## config.mk

```make
export PLATFORM = sky130hd
export DESIGN_NAME = fixed_partition_fit_allocator
export DESIGN_NICKNAME = d
export VERILOG_FILES = /design/src/sv/fpfa_pkg.sv /design/src/sv/fpfa_store.sv /design/src/sv/fpfa_fit_unit.sv /design/src/sv/fixed_partition_fit_allocator.sv
export SDC_FILE = /design/constraint.sdc
export NUM_CORES = 1
export LEC_CHECK = 0
export ABC_AREA = 1
export BUFFER_PORTS_ARGS = -buffer_cell sky130_fd_sc_hd__buf_2
export CORE_MARGIN = 2
export CORE_UTILIZATION = 56
export DETAILED_ROUTE_END_ITERATION = 12
export HOLD_SLACK_MARGIN = 0.02
export PLACE_DENSITY_LB_ADDON = 0.12
export SLEW_MARGIN = 10
export SYNTH_ARGS = -nofsm -noshare
export SYNTH_HDL_FRONTEND = slang
export SYNTH_HIERARCHICAL = 1
export SYNTH_SLANG_ARGS = --single-unit
```

## constraint.sdc

```tcl
create_clock -name clock -period 3.5 [get_ports clock]
set_clock_uncertainty 0.2 [all_clocks]
set_input_delay 0.35 -clock clock [delete_from_list [all_inputs] [get_ports clock]]
set_output_delay 0.35 -clock clock [all_outputs]
set_load 0.02 [all_outputs]
```

## src/sv/fpfa_pkg.sv

```systemverilog
`timescale 1ns / 1ps
`default_nettype none
// ----------------------------------------------------------------------------
// Fixed partition allocator package
// Shared constants, operation codes and the control structures that pass
// between the partition store, the fit unit and the sequencer.
// ----------------------------------------------------------------------------
package fpfa_pkg;

   localparam int NUM_PARTS = 16;
   localparam int SIZE_BITS = 16;
   localparam int IDX_BITS  = (NUM_PARTS > 1) ? $clog2(NUM_PARTS) : 1;

   // Fixed field widths of the stream payload
   localparam int OP_BITS   = 3;
   localparam int SLOT_BITS = 4;
   localparam int AMT_BITS  = 16;
   localparam int REQ_DATA_BITS = 24;
   localparam int RSP_DATA_BITS = 24;

   typedef enum logic [OP_BITS-1:0] {
      OP_LOAD  = 3'd0,
      OP_FIRST = 3'd1,
      OP_NEXT  = 3'd2,
      OP_BEST  = 3'd3,
      OP_WORST = 3'd4
   } op_type;

   typedef logic [IDX_BITS-1:0]  idx_type;
   typedef logic [SIZE_BITS-1:0] size_type;

   // Requests from the sequencer to the partition store
   typedef struct packed {
      logic     load_en;
      idx_type  load_idx;
      size_type load_size;
      logic     set_en;
      idx_type  set_idx;
      idx_type  rd_idx;
   } store_ctl_type;

   // Operands for the shared fit unit
   typedef struct packed {
      size_type size;
      logic     used;
      size_type amt;
      op_type   mode;
      logic     found;
      size_type best;
   } fit_in_type;

endpackage
`default_nettype wire

```

## src/sv/fpfa_store.sv

```systemverilog
`timescale 1ns / 1ps
`default_nettype none
// ----------------------------------------------------------------------------
// Partition store
// Size memory with a registered read port, and the per-partition used marks.
// ----------------------------------------------------------------------------
module fpfa_store (
   input  wire logic                    clock,
   input  wire logic                    reset,
   input  wire fpfa_pkg::store_ctl_type ctl,
   output logic [fpfa_pkg::SIZE_BITS-1:0] rd_size,
   output logic                          rd_used
);
   import fpfa_pkg::*;

   size_type             mem [NUM_PARTS];
   size_type             rd_size_ff;
   logic                 rd_used_ff;
   logic [NUM_PARTS-1:0] used_ff;
   logic [NUM_PARTS-1:0] used_in;

   always_ff @(posedge clock) begin
      if (ctl.load_en) begin
         mem[ctl.load_idx] <= ctl.load_size;
      end
      rd_size_ff <= mem[ctl.rd_idx];
      rd_used_ff <= used_ff[ctl.rd_idx];
   end

   always_comb begin
      used_in = used_ff;
      if (ctl.load_en) begin
         used_in[ctl.load_idx] = 1'b0;
      end
      if (ctl.set_en) begin
         used_in[ctl.set_idx] = 1'b1;
      end
   end

   always_ff @(posedge clock) begin
      if (reset) begin
         used_ff <= '0;
      end else begin
         used_ff <= used_in;
      end
   end

   assign rd_size = rd_size_ff;
   assign rd_used = rd_used_ff;

endmodule
`default_nettype wire

```

## src/sv/fpfa_fit_unit.sv

```systemverilog
`timescale 1ns / 1ps
`default_nettype none
// ----------------------------------------------------------------------------
// Fit unit
// Shared subtract and compare: decides whether the partition under
// examination fits and whether it beats the candidate held so far.
// ----------------------------------------------------------------------------
module fpfa_fit_unit (
   input  wire fpfa_pkg::fit_in_type       fin,
   output logic                             take,
   output logic [fpfa_pkg::SIZE_BITS-1:0]  rem
);
   import fpfa_pkg::*;

   logic fits;
   logic better;

   always_comb begin
      fits = !fin.used && (fin.size >= fin.amt);
      rem  = fin.size - fin.amt;
      unique case (fin.mode)
         OP_BEST:  better = rem < fin.best;
         OP_WORST: better = rem > fin.best;
         default:  better = 1'b0;
      endcase
      // First and next fit keep the first hit; best and worst fit keep the
      // earliest partition among equals since only a strict win replaces it.
      take = fits && (!fin.found || better);
   end

endmodule
`default_nettype wire

```

## src/sv/fixed_partition_fit_allocator.sv

```systemverilog
`timescale 1ns / 1ps
`default_nettype none
// ----------------------------------------------------------------------------
// Fixed partition fit allocator
// Partition table with first, next, best and worst fit allocation, searched
// one partition per cycle through a shared fit unit.
// ----------------------------------------------------------------------------
// Channel  Direction  tuser              tdata
// req_     in         operation          slot, amount
// rsp_     out        granted            chosen_slot, leftover
//
// A load transaction returns nothing. An allocate transaction runs from its
// acceptance through one read of the size memory per partition, a last
// compare and the commit of the grant; no new request is taken until the
// commit is done, and the single memory read port sets that pace.
// The commit waits while an earlier response is still held on rsp_.
// Reset clears the used marks and the last grant; sizes must be loaded first.
// ----------------------------------------------------------------------------
module fixed_partition_fit_allocator (
   input  wire logic                                clock,
   input  wire logic                                reset,
   input  wire logic                                req_tvalid,
   output logic                                     req_tready,
   input  wire logic [fpfa_pkg::OP_BITS-1:0]       req_tuser,  // [2:0] operation
   input  wire logic [fpfa_pkg::REQ_DATA_BITS-1:0] req_tdata,  // [3:0] slot, [19:4] amount
   output logic                                     rsp_tvalid,
   input  wire logic                                rsp_tready,
   output logic                                     rsp_tuser,  // [0] granted
   output logic [fpfa_pkg::RSP_DATA_BITS-1:0]      rsp_tdata   // [3:0] chosen_slot,
                                                                // [19:4] leftover
);
   import fpfa_pkg::*;

   typedef enum logic [3:0] {
      ST_IDLE   = 4'b0001,
      ST_SCAN   = 4'b0010,
      ST_DRAIN  = 4'b0100,
      ST_COMMIT = 4'b1000
   } state_type;

   state_type              state_ff, state_in;
   op_type                 mode_ff, mode_in;
   size_type               amt_ff, amt_in;
   idx_type                idx_ff, idx_in;
   idx_type                cnt_ff, cnt_in;
   idx_type                idx_d_ff, idx_d_in;
   logic                   rd_valid_ff, rd_valid_in;
   logic                   found_ff, found_in;
   size_type               best_ff, best_in;
   idx_type                pick_ff, pick_in;
   logic [SLOT_BITS-1:0]   last_ff, last_in;
   logic                   rsp_valid_ff, rsp_valid_in;
   logic                   rsp_granted_ff, rsp_granted_in;
   logic [SLOT_BITS-1:0]   rsp_slot_ff, rsp_slot_in;
   logic [AMT_BITS-1:0]    rsp_left_ff, rsp_left_in;

   op_type                 req_op;
   logic [SLOT_BITS-1:0]   req_slot;
   size_type               req_amt;
   logic                   req_fire;
   logic                   is_alloc;
   logic                   commit_fire;
   idx_type                start_idx;

   store_ctl_type          sctl;
   size_type               rd_size;
   logic                   rd_used;
   fit_in_type             fin;
   logic                   take;
   size_type               rem;

   assign req_op   = op_type'(req_tuser);
   assign req_slot = req_tdata[SLOT_BITS-1:0];
   assign req_amt  = SIZE_BITS'(req_tdata[SLOT_BITS +: AMT_BITS]);
   assign req_tready = (state_ff == ST_IDLE);
   assign req_fire   = req_tvalid && req_tready;
   assign is_alloc   = (req_op == OP_FIRST) || (req_op == OP_NEXT) ||
                       (req_op == OP_BEST)  || (req_op == OP_WORST);
   assign commit_fire = (state_ff == ST_COMMIT) && (!rsp_valid_ff || rsp_tready);

   // A stale last grant beyond the table restarts next fit at partition zero.
   assign start_idx = ((req_op == OP_NEXT) && (32'(last_ff) < NUM_PARTS)) ?
                      IDX_BITS'(last_ff) : '0;

   always_comb begin
      sctl.load_en   = req_fire && (req_op == OP_LOAD) && (32'(req_slot) < NUM_PARTS);
      sctl.load_idx  = IDX_BITS'(req_slot);
      sctl.load_size = req_amt;
      sctl.set_en    = commit_fire && found_ff;
      sctl.set_idx   = pick_ff;
      sctl.rd_idx    = idx_ff;
   end

   fpfa_store u_store (
      .clock   (clock),
      .reset   (reset),
      .ctl     (sctl),
      .rd_size (rd_size),
      .rd_used (rd_used)
   );

   always_comb begin
      fin.size  = rd_size;
      fin.used  = rd_used;
      fin.amt   = amt_ff;
      fin.mode  = mode_ff;
      fin.found = found_ff;
      fin.best  = best_ff;
   end

   fpfa_fit_unit u_fit (
      .fin  (fin),
      .take (take),
      .rem  (rem)
   );

   always_comb begin
      state_in       = state_ff;
      mode_in        = mode_ff;
      amt_in         = amt_ff;
      idx_in         = idx_ff;
      cnt_in         = cnt_ff;
      idx_d_in       = idx_ff;
      rd_valid_in    = 1'b0;
      found_in       = found_ff;
      best_in        = best_ff;
      pick_in        = pick_ff;
      last_in        = last_ff;
      rsp_valid_in   = rsp_valid_ff;
      rsp_granted_in = rsp_granted_ff;
      rsp_slot_in    = rsp_slot_ff;
      rsp_left_in    = rsp_left_ff;

      if (rsp_valid_ff && rsp_tready) begin
         rsp_valid_in = 1'b0;
      end

      // Evaluate the entry read in the previous cycle.
      if (rd_valid_ff && take) begin
         found_in = 1'b1;
         best_in  = rem;
         pick_in  = idx_d_ff;
      end

      unique case (state_ff)
         ST_IDLE: begin
            if (req_fire && is_alloc) begin
               mode_in  = req_op;
               amt_in   = req_amt;
               idx_in   = start_idx;
               cnt_in   = '0;
               found_in = 1'b0;
               best_in  = '0;
               pick_in  = '0;
               state_in = ST_SCAN;
            end
         end
         ST_SCAN: begin
            rd_valid_in = 1'b1;
            idx_in = (idx_ff == IDX_BITS'(NUM_PARTS - 1)) ? '0 : idx_ff + 1'b1;
            cnt_in = cnt_ff + 1'b1;
            if (cnt_ff == IDX_BITS'(NUM_PARTS - 1)) begin
               state_in = ST_DRAIN;
            end
         end
         ST_DRAIN: begin
            state_in = ST_COMMIT;
         end
         ST_COMMIT: begin
            if (commit_fire) begin
               rsp_valid_in   = 1'b1;
               rsp_granted_in = found_ff;
               if (found_ff) begin
                  rsp_slot_in = SLOT_BITS'(pick_ff);
                  rsp_left_in = AMT_BITS'(best_ff);
                  last_in     = SLOT_BITS'(pick_ff);
               end else begin
                  rsp_slot_in = '0;
                  rsp_left_in = '0;
               end
               state_in = ST_IDLE;
            end
         end
         default: begin
            state_in = ST_IDLE;
         end
      endcase
   end

   always_ff @(posedge clock) begin
      if (reset) begin
         state_ff     <= ST_IDLE;
         rd_valid_ff  <= 1'b0;
         found_ff     <= 1'b0;
         last_ff      <= '0;
         rsp_valid_ff <= 1'b0;
      end else begin
         state_ff     <= state_in;
         rd_valid_ff  <= rd_valid_in;
         found_ff     <= found_in;
         last_ff      <= last_in;
         rsp_valid_ff <= rsp_valid_in;
      end
   end

   always_ff @(posedge clock) begin
      mode_ff        <= mode_in;
      amt_ff         <= amt_in;
      idx_ff         <= idx_in;
      cnt_ff         <= cnt_in;
      idx_d_ff       <= idx_d_in;
      best_ff        <= best_in;
      pick_ff        <= pick_in;
      rsp_granted_ff <= rsp_granted_in;
      rsp_slot_ff    <= rsp_slot_in;
      rsp_left_ff    <= rsp_left_in;
   end

   assign rsp_tvalid = rsp_valid_ff;
   assign rsp_tuser  = rsp_granted_ff;
   assign rsp_tdata  = {{(RSP_DATA_BITS - SLOT_BITS - AMT_BITS){1'b0}},
                        rsp_left_ff, rsp_slot_ff};

endmodule
`default_nettype wire

```

==> results.md <==
* NetSw at 2.46 mW
* Post-Route Utilization at 65.2%
* Critical Path Max Stage Delay at 0.38 ns
* Die H at 177 µm
* Max clock buf depth at 3
* Hold depth at 1
* Num Clock Sinks at 372
* Post-synthesis cell count at approximately 1700
* Flops & latches, synth at roughly 370
* Slew headroom at 37.0%
* Post-route DRC at 0
* P&R area growth vs syn at 15.1%
* LEAKAGE at 8.29 nW
* Sequential group share of total power at 47.9%
* Initial Utilization at 56.6%
* Status: completed
* Internal at 7.72 mW
* EDFF count, synth at roughly 300
* Layout cells sized above 1 at around 15%
* ANT nets after route at 0
* CTS tree: yes
* Hold/Removal Path Class: in -> reg
* Unrepaired setup endpoints after global routing: yes
* WP data required at 3.73 ns
* Post-DP Area at between 15000 and 20000 µm²
* Max-cap violations at 0
* Critical path type: reg -> reg
* TritonCTS Buffers at 40
* CP arrival at 3.65 ns
* Combinational Power Share at 12.0%
* Gr ovfl total at 0
* Antenna violations before repair at 0
* Slew @ Worst Pin at about 0.94 ns
* Number of distinct library cells after synthesis at 43
* Reg-to-Reg End: best_ff[7]
* DR vias/cell at 5.18
* Worst hold start: req_tdata[18]
* Port-buffer cells at 49
* First-pass GRT wire length at 57.7 mm
* Post-synth top area share at 54.5%
* Post-synthesis sequential area ratio at approximately 63%
* Cell area after synthesis at 16700 µm²
* H-tree levels at 2
* Flop-to-flop setup slack at about 0.08 ns
* Sink of the worst hold path: u_store/mem[1][14]
* Gr usage total at between 20% and 30%
* Cell taking the most area after synthesis: edfxtp_1
* Final Cycle Share at 97.7%
* Clock power frac at 40.1%
* Buf/Inv on CP at 4
* Type of origin of the critical path: flip-flop
* Core box area at 29600 µm²
* Switching share of power at between 20% and 30%
* Hpwl dp at roughly 22 mm
* Gpl congestion at 0.836
* Final net count at 1879
* Worst R2R Path Depth at 23
* Cell family with most CP delay: simple AND/OR/NAND/NOR gates
* Final Hold Viols at 0
* Largest cells by area after synthesis: edfxtp_1 (55%), nand2_1 (10%), dfxtp_1 (8.1%)
* WHS at between 0.03 and 0.04 ns
* Finish-stage setup viols at 0
* Power Dens Cells at 529 nW/µm²
* Routed WL per cell at between 15 and 20 µm
* Post-route cell area at 19300 µm²
* Vias at 11571
* CTS clk-pin slew, worst paths at 0.06 ns
* Die area at roughly 31000 µm²
* Crit path top cell by count: nand2_2
* Crit-path slowest cell: edfxtp_1
* VDD IR-drop max at 433 µV
* Die Wd at 177 µm
* Largest net degree at the start of global routing at 141
* CP Max Fanout at 12
* F_max at 293 MHz
* Row Count at 63
* Critical path cell sequence: ha_4, inv_2, fa_2, nand2_1, nand2_2, a21boi_4, nor2_2, nor2_2, xnor2_2, ha_1, nand2_1, nor2_2, nand2_2, inv_2, nand2_2, a21oi_2, nor2_1, nor2_1, nand2_2, inv_4, buf_12, nor2_1, nor3_2
* Main synth FF type: edfxtp_1
* Async SR Flop Fraction at 0%
* Vias in the first global route at 11011
* # IOs at 58
* Pre-antenna DRT Iters at 5
* Skew-Pair Late Insertion Delay at 0.53 ns
* 1st-iter DRT viols at 862
* Final Max Tran Viols at 0
* Crit path time final at 3.42 ns
* Synth warn at 6
* CTS root buf: clkbuf_16
* Fillers at 2332
* CP endpoint kind: flip-flop
* ANT cells at 0
* Routed WL at about 37 mm
* Synth Area per Inst at ~9.7 µm²
* Worst reg2reg startpoint: amt_ff[0]
==> synthesized netlist by cell type, types with 2 or more instances <==
| library cell | n |
|---|---|
| dfxtp_1 | 68 |
| ha_1 | 34 |
| nor2_1 | 93 |
| clkbuf_1 | 25 |
| nor3b_1 | 2 |
| nor2_2 | 6 |
| inv_2 | 4 |
| nor3_2 | 13 |
| xnor2_1 | 8 |
| buf_12 | 2 |
| nand3_1 | 235 |
| xor2_1 | 6 |
| nand4_1 | 3 |
| edfxtp_1 | 304 |
| buf_4 | 13 |
| nand2_1 | 466 |
| nor3_1 | 5 |
| clkinv_1 | 3 |
| o21ai_0 | 28 |
| o21bai_1 | 3 |
| buf_2 | 23 |
| inv_1 | 303 |
| a21oi_2 | 5 |
| a21o_1 | 4 |
| nand2_2 | 6 |
| a21oi_1 | 39 |
| nor2_4 | 4 |
| nand3b_1 | 2 |
| buf_1 | 4 |
| o21ai_1 | 2 |
==> power by group through the flow <==
stage	logic (mW)	clock network (mW)	registers (mW)
after floorplan	0.726	0	4.96
after global placement	1.00	0	4.97
after detailed placement	1.03	0	4.97
after CTS	1.05	4.16	4.88
after global routing	1.35	4.34	4.88
final	1.22	4.09	4.88
==> state kept, by name (all words and copies together) (netlist names) <==
signal and count:
u_store/rd_size 16, rsp_slot_ff 4, found_ff 1, state_ff 4
rsp_tvalid 1, idx_d_in 4, rd_valid_ff 1, rsp_left_ff 16
u_store/mem 256, u_store/used_ff 16, best_ff 16, cnt_ff 4
pick_ff 4, last_ff 4, mode_ff 3, rsp_tuser 1
idx_d_ff 4, u_store/rd_used 1, amt_ff 16
==> worst max-delay path by stage <==
stage,startpoint,endpoint,slack (ns),depth (start not counted)
CTS,amt_ff[0],best_ff[9],0.007,24
global route,amt_ff[1],best_ff[9],-0.20,22
detailed placement,u_store/rd_size[0],best_ff[9],-0.04,25
floorplan,u_store/rd_size[0],found_ff,0.15,25
finish,amt_ff[0],best_ff[7],0.08,23
global placement,amt_ff[2],best_ff[2],-0.03,22
==> placed cells by master (no fill, tap or decap), types with 5 or more instances in the layout <==
cell / instances
o21ai_0: 23
nor2_4: 7
nand2_2: 11
ha_1: 27
nor3_2: 14
nor2_2: 32
buf_2: 49
nand2_1: 460
ha_4: 5
dfxtp_1: 67
xor2_1: 5
nand3_1: 234
a21oi_2: 13
buf_4: 43
clkinv_2: 8
inv_2: 7
inv_1: 299
edfxtp_1: 304
clkbuf_16: 41
clkbuf_8: 9
nor2_1: 64
a21oi_1: 28
clkbuf_1: 10
o21ai_1: 6
dlygate4sd3_1: 13
==> per-stage QoR <==
stage          std cells  TNS, ns  worst slack (ns)  power (mW)
2_1_floorplan       1729        0             0.155        5.69
3_3_place_gp        2143   -0.223           -0.0258        5.97
3_5_place_dp        2143   -0.333           -0.0449        6.00
4_1_cts             2230        0           0.00685        10.1
5_1_grt             2234    -3.47            -0.200        10.6
6_report            2234        0            0.0818        10.2
==> final cells by class <==
cell class | instances | area [µm²] | share of cell area [%]
well taps | 390 | 488 | 2.53
repair buffers | 110 | 785 | 4.07
clock inverters | 13 | 111 | 0.578
clock buffers | 60 | 1190 | 6.16
inverters | 311 | 1170 | 6.10
flip-flops and latches | 372 | 10500 | 54.5
multi-input cells | 978 | 5020 | 26.1
==> routing by layer <==
layer / share of wire [%] / vias to the layer above / GRT usage (%)
li1: - / 5720 / -
met1: 42 / 5393 / 31.4
met2: 48 / 376 / 40.6
met3: 6.6 / 82 / 3.93
met4: 3.1 / 0 / 9.16
met5: 0 / - / 0
==> logic make-up (layout without fill, tap and decap cells) <==
group,after synthesis,after routing,share of synthesized area [%]
other,1,4,0.0224
adders and majority gates,35,35,2.66
and+or+nand+nor,839,839,21.8
buffers and inverters,379,494,9.22
AOI/OAI and AO/OA,86,86,2.92
xor gates and xnor gates,14,14,0.733
DFF,372,372,62.7
==> what timing repair did <==
item / CTS / global route
hold buffers: 12 / 1
resized for setup: 3 / 69
cloned: 0 / 0
endpoints found under the hold margin: 139 / 2
setup endpoints to repair: 16 / 21
buffers inserted: 2 / 3
pin swaps: 2 / 27
(Power assumes the default switching activity.)
